### src/sv/pgtp_pkg.sv
package pgtp_pkg;

   localparam int COORD_W = 5;
   localparam int EDGE_W = 5;
   localparam int DATA_W = 32;
   localparam int COEF_W = 7;
   localparam int STEP_W = 5;
   localparam int RND_SHIFT = 5;
   localparam int ROUND_HALF = 16;

   localparam logic [EDGE_W-1:0] EDGE_MIN = 5'd2;
   localparam logic [EDGE_W-1:0] GRID_EDGE_RST = 5'd16;
   localparam logic ORDER_MODE_RST = 1'b1;

   localparam logic OP_LOAD = 1'b0;
   localparam logic OP_QUERY = 1'b1;

   localparam logic CSR_GRID_EDGE = 1'b0;
   localparam logic CSR_ORDER_MODE = 1'b1;

   localparam logic [STEP_W-1:0] STEP_LAST_FIRST = 5'd6;
   localparam logic [STEP_W-1:0] STEP_LAST = 5'd18;

   localparam logic signed [COEF_W-1:0] COEF_CENTER1 = 7'sd32;
   localparam logic signed [COEF_W-1:0] COEF_CENTER2 = 7'sd20;
   localparam logic signed [COEF_W-1:0] COEF_FACE = 7'sd4;
   localparam logic signed [COEF_W-1:0] COEF_CURV = 7'sd2;
   localparam logic signed [COEF_W-1:0] COEF_EDGE = 7'sd1;

   typedef enum logic [1:0] {OFS_ZERO, OFS_PLUS, OFS_MINUS} ofs_type;
   typedef enum logic [1:0] {KIND_CENTER, KIND_FACE, KIND_EDGE} kind_type;
   typedef enum logic [1:0] {ST_IDLE, ST_RUN, ST_DRAIN, ST_DONE} state_type;

   typedef struct packed {
      ofs_type dx;
      ofs_type dy;
      ofs_type dz;
      kind_type kind;
      logic end_first;
      logic end_all;
   } ucode_type;

   typedef struct packed {
      logic latch;
      logic issue;
      ucode_type uc;
   } seq_ctl_type;

   typedef struct packed {
      logic [COORD_W-1:0] x;
      logic [COORD_W-1:0] y;
      logic [COORD_W-1:0] z;
   } cell_type;

   typedef struct packed {
      logic [DATA_W-1:0] value;
      logic sat;
      logic err;
   } res_type;

   // The program reads the parent, then its face neighbors and then the edge
   // neighbors of the three planes. First order stops after the faces.
   function automatic ucode_type ucode_rom(input logic [STEP_W-1:0] step);
      ucode_type u;
      u = '{OFS_ZERO, OFS_ZERO, OFS_ZERO, KIND_CENTER, 1'b0, 1'b1};
      case (step)
         5'd0: u = '{OFS_ZERO, OFS_ZERO, OFS_ZERO, KIND_CENTER, 1'b0, 1'b0};
         5'd1: u = '{OFS_PLUS, OFS_ZERO, OFS_ZERO, KIND_FACE, 1'b0, 1'b0};
         5'd2: u = '{OFS_MINUS, OFS_ZERO, OFS_ZERO, KIND_FACE, 1'b0, 1'b0};
         5'd3: u = '{OFS_ZERO, OFS_PLUS, OFS_ZERO, KIND_FACE, 1'b0, 1'b0};
         5'd4: u = '{OFS_ZERO, OFS_MINUS, OFS_ZERO, KIND_FACE, 1'b0, 1'b0};
         5'd5: u = '{OFS_ZERO, OFS_ZERO, OFS_PLUS, KIND_FACE, 1'b0, 1'b0};
         5'd6: u = '{OFS_ZERO, OFS_ZERO, OFS_MINUS, KIND_FACE, 1'b1, 1'b0};
         5'd7: u = '{OFS_PLUS, OFS_PLUS, OFS_ZERO, KIND_EDGE, 1'b0, 1'b0};
         5'd8: u = '{OFS_PLUS, OFS_MINUS, OFS_ZERO, KIND_EDGE, 1'b0, 1'b0};
         5'd9: u = '{OFS_MINUS, OFS_PLUS, OFS_ZERO, KIND_EDGE, 1'b0, 1'b0};
         5'd10: u = '{OFS_MINUS, OFS_MINUS, OFS_ZERO, KIND_EDGE, 1'b0, 1'b0};
         5'd11: u = '{OFS_PLUS, OFS_ZERO, OFS_PLUS, KIND_EDGE, 1'b0, 1'b0};
         5'd12: u = '{OFS_PLUS, OFS_ZERO, OFS_MINUS, KIND_EDGE, 1'b0, 1'b0};
         5'd13: u = '{OFS_MINUS, OFS_ZERO, OFS_PLUS, KIND_EDGE, 1'b0, 1'b0};
         5'd14: u = '{OFS_MINUS, OFS_ZERO, OFS_MINUS, KIND_EDGE, 1'b0, 1'b0};
         5'd15: u = '{OFS_ZERO, OFS_PLUS, OFS_PLUS, KIND_EDGE, 1'b0, 1'b0};
         5'd16: u = '{OFS_ZERO, OFS_PLUS, OFS_MINUS, KIND_EDGE, 1'b0, 1'b0};
         5'd17: u = '{OFS_ZERO, OFS_MINUS, OFS_PLUS, KIND_EDGE, 1'b0, 1'b0};
         5'd18: u = '{OFS_ZERO, OFS_MINUS, OFS_MINUS, KIND_EDGE, 1'b0, 1'b1};
         default: u = '{OFS_ZERO, OFS_ZERO, OFS_ZERO, KIND_CENTER, 1'b0, 1'b1};
      endcase
      return u;
   endfunction

endpackage

### src/sv/pgtp_seq.sv
module pgtp_seq (
   input  logic                  clock,
   input  logic                  reset,
   input  logic                  start,
   input  logic                  start_err,
   input  logic                  order_mode,
   input  logic                  rsp_free,
   output pgtp_pkg::seq_ctl_type ctl,
   output logic                  idle,
   output logic                  done
);

   import pgtp_pkg::*;

   state_type         state_ff, state_in;
   logic [STEP_W-1:0] step_ff, step_in;
   logic              drain_ff, drain_in;
   ucode_type         uc;
   logic              uc_end;

   assign uc = ucode_rom(step_ff);
   assign uc_end = uc.end_all || (uc.end_first && !order_mode);

   always_comb begin
      state_in = state_ff;
      step_in = step_ff;
      drain_in = drain_ff;
      case (state_ff)
         ST_IDLE: begin
            if (start) begin
               step_in = '0;
               state_in = start_err ? ST_DONE : ST_RUN;
            end
         end
         ST_RUN: begin
            if (uc_end) begin
               state_in = ST_DRAIN;
               drain_in = 1'b0;
            end else begin
               step_in = step_ff + 1'b1;
            end
         end
         ST_DRAIN: begin
            drain_in = 1'b1;
            if (drain_ff) begin
               state_in = ST_DONE;
            end
         end
         ST_DONE: begin
            if (rsp_free) begin
               state_in = ST_IDLE;
            end
         end
         default: begin
            state_in = ST_IDLE;
         end
      endcase
   end

   always_comb begin
      ctl = '0;
      ctl.uc = uc;
      ctl.latch = (state_ff == ST_IDLE) && start;
      ctl.issue = (state_ff == ST_RUN);
      idle = (state_ff == ST_IDLE);
      done = (state_ff == ST_DONE);
   end

   always_ff @(posedge clock) begin
      if (reset) begin
         state_ff <= ST_IDLE;
         step_ff <= '0;
         drain_ff <= 1'b0;
      end else begin
         state_ff <= state_in;
         step_ff <= step_in;
         drain_ff <= drain_in;
      end
   end

   a_step_in_program: assert property (@(posedge clock) disable iff (reset)
      (state_ff == ST_RUN) |-> (step_ff <= STEP_LAST))
      else $error("Step counter ran past the end of the program.");

   a_first_order_short: assert property (@(posedge clock) disable iff (reset)
      (state_ff == ST_RUN && !order_mode) |-> (step_ff <= STEP_LAST_FIRST))
      else $error("First-order program ran past the face neighbors.");

   a_run_leaves_to_drain: assert property (@(posedge clock) disable iff (reset)
      (state_ff == ST_RUN) |=> (state_ff == ST_RUN || state_ff == ST_DRAIN))
      else $error("Program left the run state other than through the drain.");

   a_done_waits: assert property (@(posedge clock) disable iff (reset)
      (state_ff == ST_DONE && !rsp_free) |=> (state_ff == ST_DONE))
      else $error("Result was dropped while the output register was full.");

endmodule

### config.mk
export PLATFORM = sky130hd
export DESIGN_NAME = pgtp_seq
export DESIGN_NICKNAME = d
export VERILOG_FILES = /design/src/sv/pgtp_pkg.sv /design/src/sv/pgtp_seq.sv
export SDC_FILE = /design/constraint.sdc
export NUM_CORES = 1
export LEC_CHECK = 0
export BUFFER_PORTS_ARGS = -buffer_cell sky130_fd_sc_hd__buf_2
export CELL_PAD_IN_SITES_DETAIL_PLACEMENT = 1
export CELL_PAD_IN_SITES_GLOBAL_PLACEMENT = 2
export CORE_ASPECT_RATIO = 0.75
export CORE_MARGIN = 1
export CORE_UTILIZATION = 35
export DETAILED_ROUTE_END_ITERATION = 8
export HOLD_SLACK_MARGIN = 0.02
export PLACE_DENSITY = 0.84
export RECOVER_POWER = 50
export SYNTH_ARGS = -nofsm -noshare
export SYNTH_HDL_FRONTEND = slang
export SYNTH_SLANG_ARGS = --single-unit
### constraint.sdc
create_clock -name clock -period 6 [get_ports clock]
set_input_delay 0.9 -clock clock [delete_from_list [all_inputs] [get_ports clock]]
set_output_delay 0.9 -clock clock [all_outputs]
set_load 0.005 [all_outputs]
==> key figures <==
Status
  • Outcome: completed

Synthesis
  • Ys flop type: dfxtp_1
  • Cells after synthesis: 124
  • Ys async rst share: 0
  • Seq/Total Area, Yosys: 0.3214
  • Post-Syn Area: 1121 um^2
  • Yosys cell types: 36
  • Post-synth EDFFs: 0
  • Yosys warnings: 0
  • Syn Nets: 142
  • #FFs+latches synth: 18
  • Syn Area/Cell: 9.041 um^2

Timing
  • Setup TNS: 0 ns
  • Fin crit share: 0.4660
  • Worst Skew: 0.003598 ns
  • Worst-margin pin slew: 0.6069 ns
  • RSZ-0062 raised after global routing: no
  • Final WS setup: 3.204 ns
  • Max-Slew Margin vs Limit: 0.5838
  • Top achievable clock speed: 357.7 MHz
  • Slew Limit Fails: 0
  • Minimum clock period after layout: 2.796 ns
  • Endpoints failing setup: 0
  • Hold Vio Cnt, Final: 0

Global routing
  • GR Util All Layers: 0.1805
  • Vias in the first global route: 963
  • Initial antenna violation count: 0
  • Largest net degree at the start of global routing: 15
  • Global-route wire length before repair: 4560 um
  • Global route total overflow: 0

Routing
  • Routed vias: 1,018
  • Antenna-violating nets left: 0
  • Total wire length: 2816 um
  • Drt first pass iters: 4
  • WL per Instance: 15.39 um
  • Initial DRC Count: 68
  • # DRC: 0
  • Via density: 5.563

Pwr
  • Switching part of the total: 0.3946
  • Combinational power share: 0.443
  • Cell-internal power: 276.4 uW
  • Clock group share of total power: 0.219
  • Sw Pwr: 180.1 uW
  • Power Density: 360.2 nW/um^2
  • Leakage: 0.0005347 uW
  • Sequential Power Share: 0.338
  • Max VDD drop: 0.0002042 V

Setup path
  • Critical-path top delay cell: or4_1
  • Worst R2R End: uc[8]
  • Reg-to-Reg Start: state_ff[1]
  • Cells on worst reg2reg path: 11
  • Buffers and inverters on the worst path: 3
  • Startpoint types: flip-flop
  • CP cell instances: inv_1 -> ha_1 -> nand3b_1 -> nand2b_2 -> or4_1 -> nand2_2 -> inv_1 -> ha_1 -> inv_1 -> mux2i_1 -> o22ai_1
  • Data arrival time of the critical path: 2.93 ns
  • Crit path kind: flip-flop to flip-flop
  • Worst path max stage delay: 0.59 ns
  • Top cell by count, worst path: inv_1
  • Critical Path Fanout Max: 10
  • Flop-to-flop setup slack: 3.20 ns
  • CP required: 6.14 ns
  • CP delay by family, top: simple AND/OR/NAND/NOR gates
  • Crit end category: flip-flop

Cells and area
  • Layout Cells excl Fill: 183
  • Antenna diodes: 0
  • Share of layout cells above drive strength 1: 0.2069
  • Layout area overhead: 13.06%
  • Post-route cell area: 1267 um^2
  • Number of fillers in the final layout: 371
  • Layout Utilization: 0.4226
  • Nets: 164

Clock network
  • Clock Sinks: 18
  • H-tree depth: 1
  • CTS tree: done
  • Clk buf depth: 2
  • Post-cts hold buffer count: 0
  • Post-CTS Setup Repair Bufs: 0
  • Post-CTS resize count: 0
  • Clk pin slew, worst setup/hold paths: 0.07 ns
  • CTS buffer count: 3
  • CTS root buf: clkbuf_8
  • Clock Latency Late Sink: 0.26 ns

Min path
  • Hold path startpoint: step_ff[1]
  • Hold path depth: 2
  • Worst Hold Path EP: step_ff[1]
  • Min-Delay Path Class: flip-flop to flip-flop

Job
  • Max_cap viols: 0

Placed design
  • GPL Wtd Cong: 0.7800
  • Post-placement cell area: 1241 um^2
  • Detailed placer's ending HPWL: 2195 um
  • I/O Buffers: 19
  • Cell count after placement: 179
  • Place WS: 3.000 ns

Floorplan
  • Row cnt: 17
  • I/O pin count: 20
  • Initial Utilization: 0.3738
  • DIE AREA: 3436 um^2
  • Die Y: 51.02 um
  • Die Wd: 67.35 um
  • Core ar.: 2999 um^2
-- worst max path at each step --
stage	start	end	slack, ns	cells after the start
global route	state_ff[0]	uc[8]	2.90	10
detailed placement	order_mode	uc[8]	3.00	10
finish	state_ff[1]	uc[8]	3.20	11
floorplan	order_mode	uc[8]	3.48	9
CTS	state_ff[0]	uc[8]	3.22	10
global placement	start	uc[8]	3.11	9
-- stage by stage --
step	total power, uW	hold slack [ns]
after floorplan	303.6	0.4882
after global placement	352.8	0.5050
after detailed placement	362.0	0.5284
after CTS	465.8	0.5423
after global routing	490.1	0.5872
final	456.5	0.5427
-- cell usage after synthesis, types with 3 or more instances --
cell	n	area (um^2)
a211oi_1	5	37.54
a21oi_1	3	15.01
dfxtp_1	18	360.4
ha_1	12	150.1
inv_1	10	37.54
mux2i_1	6	60.06
nand2_1	10	37.54
nand3_1	8	40.04
nand4_1	5	31.28
nor2_1	8	30.03
nor2b_1	3	18.77
o21ai_0	4	20.02
o221ai_1	3	26.28
o22ai_1	3	18.77
-- power by group through the flow --
stage | Sequential, uW | Combinational [uW] | Clock (uW)
2_1_floorplan | 154 | 150 | 0
3_3_place_gp | 155 | 198 | 0
3_5_place_dp | 157 | 205 | 0
4_1_cts | 155 | 207 | 104
5_1_grt | 157 | 227 | 107
6_report | 155 | 202 | 99.8
-- worst reg2reg max path, stage by stage (launching register included) --
cell	delay (ns)
dfxtp_1	0.35
inv_1	0.11
ha_1	0.37
nand3b_1	0.25
nand2b_2	0.13
or4_1	0.59
nand2_2	0.19
inv_1	0.10
ha_1	0.28
inv_1	0.06
mux2i_1	0.15
o22ai_1	0.11
-- layer usage --
layer / wire (um) / up-vias / part of all wire / GRT usage
met4: 27 / 0 / 0.0096 / 0.03191
met1: 1431 / 488 / 0.51 / 0.2595
met5: 0 / - / 0 / 0
met3: 148 / 6 / 0.053 / 0.03348
li1: - / 493 / - / -
met2: 1208 / 31 / 0.43 / 0.2800
-- cell type report --
type / instances / area [um^2] / area share
timing repair buffer: 19 / 88.84 / 0.07009
inverter: 11 / 41.29 / 0.03258
sequential: 18 / 360.3 / 0.2843
tap: 38 / 47.55 / 0.03751
clock buffer: 4 / 55.05 / 0.04344
multi-input combinational: 93 / 674.4 / 0.5321
-- registers in the layout, indices dropped and copies added (netlist names) --
signal	count
uc	10
step_ff	5
state_ff	2
drain_ff	1
-- kinds of logic (layout without fill, tap and decap cells) --
logic type | after synthesis | after routing | synth area share
xor+xnor | 1 | 1 | 0.007814
mux | 7 | 7 | 0.06362
simple gates | 46 | 46 | 0.2344
compound gates | 27 | 27 | 0.1819
buf+inv | 13 | 34 | 0.05692
flops | 18 | 18 | 0.3214
fa+ha+maj | 12 | 12 | 0.1339
-- cell usage in the layout (no fill, tap or decap), types with 2 or more instances in the layout --
cell type  instances
buf_2             14
o221ai_1           3
a21oi_1            4
nand2b_2           2
ha_1              12
o22ai_1            3
o211ai_1           2
clkbuf_8           4
nand3_1            8
nor2b_1            4
inv_1             10
mux2i_1            6
o21ai_0            4
o31a_1             2
nand4_1            5
clkbuf_1           5
dfxtp_1           18
a211oi_1           5
nor2_1             8
nand2_1           10
Note: power is estimated with default switching activity, not from simulation.
