==> src/sv/pgtp_pkg.sv <==
package pgtp_pkg;

   localparam int COORD_W = 5;
   localparam int EDGE_W = 5;
   localparam int DATA_W = 32;
   localparam int COEF_W = 7;
   localparam int STEP_W = 5;
   localparam int RND_SHIFT = 5;
   localparam int ROUND_HALF = 16;

   localparam logic [EDGE_W-1:0] EDGE_MIN = 5'd2;
   localparam logic [EDGE_W-1:0] GRID_EDGE_RST = 5'd16;
   localparam logic ORDER_MODE_RST = 1'b1;

   localparam logic OP_LOAD = 1'b0;
   localparam logic OP_QUERY = 1'b1;

   localparam logic CSR_GRID_EDGE = 1'b0;
   localparam logic CSR_ORDER_MODE = 1'b1;

   localparam logic [STEP_W-1:0] STEP_LAST_FIRST = 5'd6;
   localparam logic [STEP_W-1:0] STEP_LAST = 5'd18;

   localparam logic signed [COEF_W-1:0] COEF_CENTER1 = 7'sd32;
   localparam logic signed [COEF_W-1:0] COEF_CENTER2 = 7'sd20;
   localparam logic signed [COEF_W-1:0] COEF_FACE = 7'sd4;
   localparam logic signed [COEF_W-1:0] COEF_CURV = 7'sd2;
   localparam logic signed [COEF_W-1:0] COEF_EDGE = 7'sd1;

   typedef enum logic [1:0] {OFS_ZERO, OFS_PLUS, OFS_MINUS} ofs_type;
   typedef enum logic [1:0] {KIND_CENTER, KIND_FACE, KIND_EDGE} kind_type;
   typedef enum logic [1:0] {ST_IDLE, ST_RUN, ST_DRAIN, ST_DONE} state_type;

   typedef struct packed {
      ofs_type dx;
      ofs_type dy;
      ofs_type dz;
      kind_type kind;
      logic end_first;
      logic end_all;
   } ucode_type;

   typedef struct packed {
      logic latch;
      logic issue;
      ucode_type uc;
   } seq_ctl_type;

   typedef struct packed {
      logic [COORD_W-1:0] x;
      logic [COORD_W-1:0] y;
      logic [COORD_W-1:0] z;
   } cell_type;

   typedef struct packed {
      logic [DATA_W-1:0] value;
      logic sat;
      logic err;
   } res_type;

   // The program reads the parent, then its face neighbors and then the edge
   // neighbors of the three planes. First order stops after the faces.
   function automatic ucode_type ucode_rom(input logic [STEP_W-1:0] step);
      ucode_type u;
      u = '{OFS_ZERO, OFS_ZERO, OFS_ZERO, KIND_CENTER, 1'b0, 1'b1};
      case (step)
         5'd0: u = '{OFS_ZERO, OFS_ZERO, OFS_ZERO, KIND_CENTER, 1'b0, 1'b0};
         5'd1: u = '{OFS_PLUS, OFS_ZERO, OFS_ZERO, KIND_FACE, 1'b0, 1'b0};
         5'd2: u = '{OFS_MINUS, OFS_ZERO, OFS_ZERO, KIND_FACE, 1'b0, 1'b0};
         5'd3: u = '{OFS_ZERO, OFS_PLUS, OFS_ZERO, KIND_FACE, 1'b0, 1'b0};
         5'd4: u = '{OFS_ZERO, OFS_MINUS, OFS_ZERO, KIND_FACE, 1'b0, 1'b0};
         5'd5: u = '{OFS_ZERO, OFS_ZERO, OFS_PLUS, KIND_FACE, 1'b0, 1'b0};
         5'd6: u = '{OFS_ZERO, OFS_ZERO, OFS_MINUS, KIND_FACE, 1'b1, 1'b0};
         5'd7: u = '{OFS_PLUS, OFS_PLUS, OFS_ZERO, KIND_EDGE, 1'b0, 1'b0};
         5'd8: u = '{OFS_PLUS, OFS_MINUS, OFS_ZERO, KIND_EDGE, 1'b0, 1'b0};
         5'd9: u = '{OFS_MINUS, OFS_PLUS, OFS_ZERO, KIND_EDGE, 1'b0, 1'b0};
         5'd10: u = '{OFS_MINUS, OFS_MINUS, OFS_ZERO, KIND_EDGE, 1'b0, 1'b0};
         5'd11: u = '{OFS_PLUS, OFS_ZERO, OFS_PLUS, KIND_EDGE, 1'b0, 1'b0};
         5'd12: u = '{OFS_PLUS, OFS_ZERO, OFS_MINUS, KIND_EDGE, 1'b0, 1'b0};
         5'd13: u = '{OFS_MINUS, OFS_ZERO, OFS_PLUS, KIND_EDGE, 1'b0, 1'b0};
         5'd14: u = '{OFS_MINUS, OFS_ZERO, OFS_MINUS, KIND_EDGE, 1'b0, 1'b0};
         5'd15: u = '{OFS_ZERO, OFS_PLUS, OFS_PLUS, KIND_EDGE, 1'b0, 1'b0};
         5'd16: u = '{OFS_ZERO, OFS_PLUS, OFS_MINUS, KIND_EDGE, 1'b0, 1'b0};
         5'd17: u = '{OFS_ZERO, OFS_MINUS, OFS_PLUS, KIND_EDGE, 1'b0, 1'b0};
         5'd18: u = '{OFS_ZERO, OFS_MINUS, OFS_MINUS, KIND_EDGE, 1'b0, 1'b1};
         default: u = '{OFS_ZERO, OFS_ZERO, OFS_ZERO, KIND_CENTER, 1'b0, 1'b1};
      endcase
      return u;
   endfunction

endpackage

==> src/sv/pgtp_alu.sv <==
module pgtp_alu #(
   parameter int SAMPLE_W = 32
) (
   input  logic                              clock,
   input  logic                              reset,
   input  pgtp_pkg::seq_ctl_type             ctl,
   input  logic                              order_mode,
   input  logic [pgtp_pkg::EDGE_W-1:0]       edge_n,
   input  logic [pgtp_pkg::COORD_W-1:0]      q_x,
   input  logic [pgtp_pkg::COORD_W-1:0]      q_y,
   input  logic [pgtp_pkg::COORD_W-1:0]      q_z,
   input  logic                              q_err,
   input  logic [SAMPLE_W-1:0]               rd_data,
   output pgtp_pkg::cell_type                rd_cell,
   output pgtp_pkg::res_type                 res
);

   import pgtp_pkg::*;

   localparam int PROD_W = SAMPLE_W + COEF_W;
   localparam int ACC_W = SAMPLE_W + 8;
   localparam int R_W = ACC_W - RND_SHIFT;

   logic [COORD_W-1:0]        px_ff, py_ff, pz_ff, nm1_ff;
   logic                      ox_ff, oy_ff, oz_ff, err_ff;
   logic signed [COEF_W-1:0]  coef_in, coef_ff;
   logic                      vld1_ff, vld2_ff;
   logic signed [PROD_W-1:0]  prod_in, prod_ff;
   logic signed [ACC_W-1:0]   acc_in, acc_ff;
   logic signed [ACC_W-1:0]   rsum;
   logic [R_W-1:0]            rnd;
   logic [R_W-SAMPLE_W:0]     top_bits;
   logic                      in_range;
   logic [SAMPLE_W-1:0]       clip;
   logic                      neg;

   function automatic logic [COORD_W-1:0] pick(input ofs_type o,
                                               input logic [COORD_W-1:0] p,
                                               input logic [COORD_W-1:0] nm1);
      logic [COORD_W-1:0] r;
      case (o)
         OFS_PLUS: r = (p == nm1) ? '0 : p + 1'b1;
         OFS_MINUS: r = (p == '0) ? nm1 : p - 1'b1;
         default: r = p;
      endcase
      return r;
   endfunction

   function automatic logic neg_of(input ofs_type o, input logic odd);
      return (o != OFS_ZERO) && !(odd ^ (o == OFS_MINUS));
   endfunction

   always_comb begin
      rd_cell.x = pick(ctl.uc.dx, px_ff, nm1_ff);
      rd_cell.y = pick(ctl.uc.dy, py_ff, nm1_ff);
      rd_cell.z = pick(ctl.uc.dz, pz_ff, nm1_ff);
   end

   assign neg = neg_of(ctl.uc.dx, ox_ff) ^ neg_of(ctl.uc.dy, oy_ff)
              ^ neg_of(ctl.uc.dz, oz_ff);

   always_comb begin
      case (ctl.uc.kind)
         KIND_CENTER: coef_in = order_mode ? COEF_CENTER2 : COEF_CENTER1;
         KIND_FACE: coef_in = (neg ? -COEF_FACE : COEF_FACE)
                            + (order_mode ? COEF_CURV : '0);
         KIND_EDGE: coef_in = neg ? -COEF_EDGE : COEF_EDGE;
         default: coef_in = '0;
      endcase
   end

   assign prod_in = $signed(rd_data) * coef_ff;

   always_comb begin
      acc_in = acc_ff;
      if (ctl.latch) begin
         acc_in = '0;
      end else if (vld2_ff) begin
         acc_in = acc_ff + ACC_W'(prod_ff);
      end
   end

   always_ff @(posedge clock) begin
      if (ctl.latch) begin
         px_ff <= {1'b0, q_x[COORD_W-1:1]};
         py_ff <= {1'b0, q_y[COORD_W-1:1]};
         pz_ff <= {1'b0, q_z[COORD_W-1:1]};
         ox_ff <= q_x[0];
         oy_ff <= q_y[0];
         oz_ff <= q_z[0];
         nm1_ff <= edge_n - EDGE_W'(1);
         err_ff <= q_err;
      end
      coef_ff <= coef_in;
      prod_ff <= prod_in;
      acc_ff <= acc_in;
   end

   always_ff @(posedge clock) begin
      if (reset) begin
         vld1_ff <= 1'b0;
         vld2_ff <= 1'b0;
      end else begin
         vld1_ff <= ctl.issue;
         vld2_ff <= vld1_ff;
      end
   end

   assign rsum = acc_ff + ACC_W'(ROUND_HALF);
   assign rnd = rsum[ACC_W-1:RND_SHIFT];
   assign top_bits = rnd[R_W-1:SAMPLE_W-1];
   assign in_range = (top_bits == '0) || (top_bits == '1);

   always_comb begin
      if (in_range) begin
         clip = rnd[SAMPLE_W-1:0];
      end else if (rnd[R_W-1]) begin
         clip = {1'b1, {(SAMPLE_W-1){1'b0}}};
      end else begin
         clip = {1'b0, {(SAMPLE_W-1){1'b1}}};
      end
   end

   always_comb begin
      res = '0;
      if (err_ff) begin
         res.err = 1'b1;
      end else begin
         res.value = DATA_W'($signed(clip));
         res.sat = !in_range;
      end
   end

endmodule

==> config.mk <==
export PLATFORM = sky130hd
export DESIGN_NAME = pgtp_alu
export DESIGN_NICKNAME = d
export VERILOG_FILES = /design/src/sv/pgtp_pkg.sv /design/src/sv/pgtp_alu.sv
export SDC_FILE = /design/constraint.sdc
export NUM_CORES = 1
export LEC_CHECK = 0
export ABC_AREA = 1
export BUFFER_PORTS_ARGS = -buffer_cell sky130_fd_sc_hd__buf_2
export CORE_UTILIZATION = 57
export DETAILED_ROUTE_END_ITERATION = 8
export GPL_TIMING_DRIVEN = 0
export PLACE_DENSITY = 0.79
export SLEW_MARGIN = 0
export SYNTH_ARGS = -nofsm -noshare
export SYNTH_HDL_FRONTEND = slang
export SYNTH_SLANG_ARGS = --single-unit
==> constraint.sdc <==
create_clock -name clock -period 4.6 [get_ports clock]
set_input_delay 0.92 -clock clock [delete_from_list [all_inputs] [get_ports clock]]
set_output_delay 0.92 -clock clock [all_outputs]
set_load 0.02 [all_outputs]
==> key figures <==
Timing
  – Max Clk Rate: 214 MHz
  – Hold Vio Cnt, Final: 0
  – Slew Limit Fails: 0
  – Final worst path period share: 1.01
  – RSZ-0062 raised after global routing: true
  – Final setup violation count: 1
  – Max_slew headroom: 0.565
  – Hold slack: between 0.4 and 0.5 ns
  – Setup TNS: -0.0674 ns
  – Slew @ Worst Pin: about 0.65 ns
  – Final setup margin: -0.0674 ns
  – Crit path time final: between 4 and 5 ns
  – Clock Skews: 0.0164 ns

Yosys
  – Synth Warn #: 0
  – Syn nets: 2,778
  – Sequential share of the synthesized area: 0.145
  – Synth cell types: 42
  – Ys async rst share: 0
  – Post-Synthesis Cell Area: approximately 16,000 um^2
  – EDFF count, synth: 21
  – Synth area leader: fa_1
  – Most used DFF post-synth: dfxtp_1
  – Post-Syn Area per Cell: between 6 and 7 um^2
  – Synth top area share: 0.201
  – Post-synthesis sequential element count: roughly 110
  – Count leader, synth: inv_1
  – Synthesized instance count: between 2,000 and 2,500
  – Top area cells in the synthesized netlist: fa_1 (20%), inv_1 (13%), nand2_1 (13%)
  – Most instantiated cells after synthesis: inv_1 (584), nand2_1 (550), nor2_1 (237)

Critical path
  – CP Capture Type: flip-flop
  – Crit path DAT: 4.91 ns
  – Crit Path Class: flip-flop to flip-flop
  – Crit Path Max Fanout: 10
  – Crit start category: flip-flop
  – CP required: around 4.8 ns

Pwr
  – Seq pwr share: 0.135
  – PwrDens: approximately 560 nW/um^2
  – VDD IR-drop max: approximately 0.34 mV
  – Switch share: 0.534
  – Leakage: 0.0105 uW
  – Combinational share of power: 0.795
  – Sw Pwr: 5640 uW
  – Part of the power in the clock network: 0.071
  – Internal power: between 4000 and 5000 uW

Detailed routing
  – Drt first pass iters: 5
  – Final antenna-violating net count: 0
  – DRC viols: 0
  – Via count: roughly 16,000
  – Routed len/inst: approximately 16 um
  – 1st-iter DRT viols: between 1,000 and 1,500
  – Final wirelength: 45.8 mm
  – Via density: around 5.3

Floorplanning
  – DIE AREA: ~30,000 um^2
  – Vert. Die Dim: 172 um
  – I/O pin count: around 120
  – Initial Util: 0.584
  – Core area: between 20,000 and 30,000 um^2
  – Die Wd: 172 um
  – Rows: just over 60

Clocking
  – Number of H-tree levels: 3
  – Hold Buf Count CTS: 0
  – Max Buffers Root-to-Sink: 2
  – CTS Buf Count: 9
  – Root buf cell: clkbuf_16
  – Sink count of the clock tree: 108
  – Worst-path clk slew: around 0.080 ns
  – Clk Latency, worst-skew pair: between 0.3 and 0.4 ns
  – CTS tree: built

Hold path
  – Worst min path class: flip-flop to flip-flop

Global route
  – First-pass GRT wire length: 71.2 mm
  – Overall Global Routing Usage: 0.307
  – Initial antenna violation count: 0
  – Vias in the first global route: 14,932
  – GR Overflow Total: 0
  – Largest net degree at the start of global routing: 23

Layout
  – ANT cells: 0
  – Area Growth Syn to Fin: 15.8%
  – Nets: between 2,000 and 3,000
  – Final core occ: 0.677
  – Share of cells above drive strength 1: 0.160

Run status
  – Status: finished, violations left
  – Failing checks: setup timing

Placement
  – Place WS: -1.01 ns
  – Gpl congestion: between 0.9 and 1
  – PortBufs: ~110
  – HPWL reported at the end of detailed placement: roughly 37 mm

Job
  – MaxCap Viol Count: 0
flip-flops by register name, indices dropped and copies added (netlist names):
| name | cells |
|---|---|
| vld1_ff | 1 |
| oz_ff | 1 |
| coef_ff | 6 |
| vld2_ff | 1 |
| ox_ff | 1 |
| py_ff | 4 |
| err_ff | 1 |
| acc_ff | 40 |
| pz_ff | 4 |
| oy_ff | 1 |
| nm1_ff | 5 |
| prod_ff | 39 |
| px_ff | 4 |
final cells by class:
class | instances | area [um^2]
multi-input cells | 1670 | 12500
fillers | 2365 | 9080
flip-flops and latches | 108 | 2390
inverters | 586 | 2200
repair buffers | 134 | 786
well taps | 378 | 473
plain buffers | 46 | 363
clock buffers | 10 | 229
clock inverters | 6 | 47.5
worst max-delay path: stages, from the launching register on:
cell and delay, ns:
dfxtp_4 0.40, inv_4 0.08, buf_12 0.16, or2_4 0.25, fa_1 0.48, fa_1 0.57, inv_2 0.04, fa_1 0.49
inv_2 0.04, fa_1 0.49, inv_2 0.05, ha_4 0.27, a21oi_4 0.17, nand2_1 0.09, nand2_1 0.09, nand2_2 0.08
nand2_1 0.08, nand2_2 0.07, nand2_2 0.08, nand2_2 0.08, a21oi_2 0.19, xor2_1 0.28
per-layer routing:
layer | track usage | routed length (um)
met1 | 0.397 | 19400
met2 | 0.529 | 21800
met3 | 0.0276 | 2700
met4 | 0.122 | 1890
met5 | 0 | 0
through the flow:
step | cells | total power, uW | area, um^2
after detailed placement | 2903 | 7790 | 17500
after CTS | 2923 | 8820 | 18100
after floorplan | 2411 | 6230 | 16500
after global placement | 2903 | 7650 | 17500
final | 2938 | 10600 | 19000
after global routing | 2938 | 11500 | 19000
final timing paths:
check                  start           to  slack (ns)  cells after the start
setup / recovery  coef_ff[3]  prod_ff[23]       -0.07                     21
hold / removal       vld1_ff      vld2_ff        0.41                      2
setup reg to reg  coef_ff[3]  prod_ff[23]       -0.07                     21
hold reg to reg      vld1_ff      vld2_ff        0.41                      2
cell usage in the layout, fill, tap and decap left out, drive strengths merged, types with 22 or more instances in the layout:
cell and instances:
buf 133, fa 165, nand3 99, o21ai 98, nor2 243, xor2 83
clkbuf 57, ha 134, xnor2 22, dfxtp 87, inv 589, a21oi 171
nand2 553
power groups by stage:
| stage | clock network (uW) | logic (uW) | registers, uW |
|---|---|---|---|
| after CTS | 758 | 6650 | 1410 |
| final | 746 | 8390 | 1420 |
| after detailed placement | 0 | 6360 | 1430 |
| after global placement | 0 | 6220 | 1420 |
| after floorplan | 0 | 4890 | 1340 |
| after global routing | 793 | 9230 | 1440 |
cell families after synthesis:
group,Yosys count,share of synthesized area
fa+ha+maj,299,0.303
flops,108,0.145
compound gates,321,0.112
buf+inv,633,0.149
simple gates,945,0.235
xor+xnor,105,0.0560
repair_timing:
action / CTS / global route
hold endpoints to repair: 0 / 0
pin swaps: 13 / 101
setup buffers: 5 / 15
setup endpoints to repair: 31 / 21
gates resized for setup: 78 / 234
Note: power is estimated with default switching activity, not from simulation.
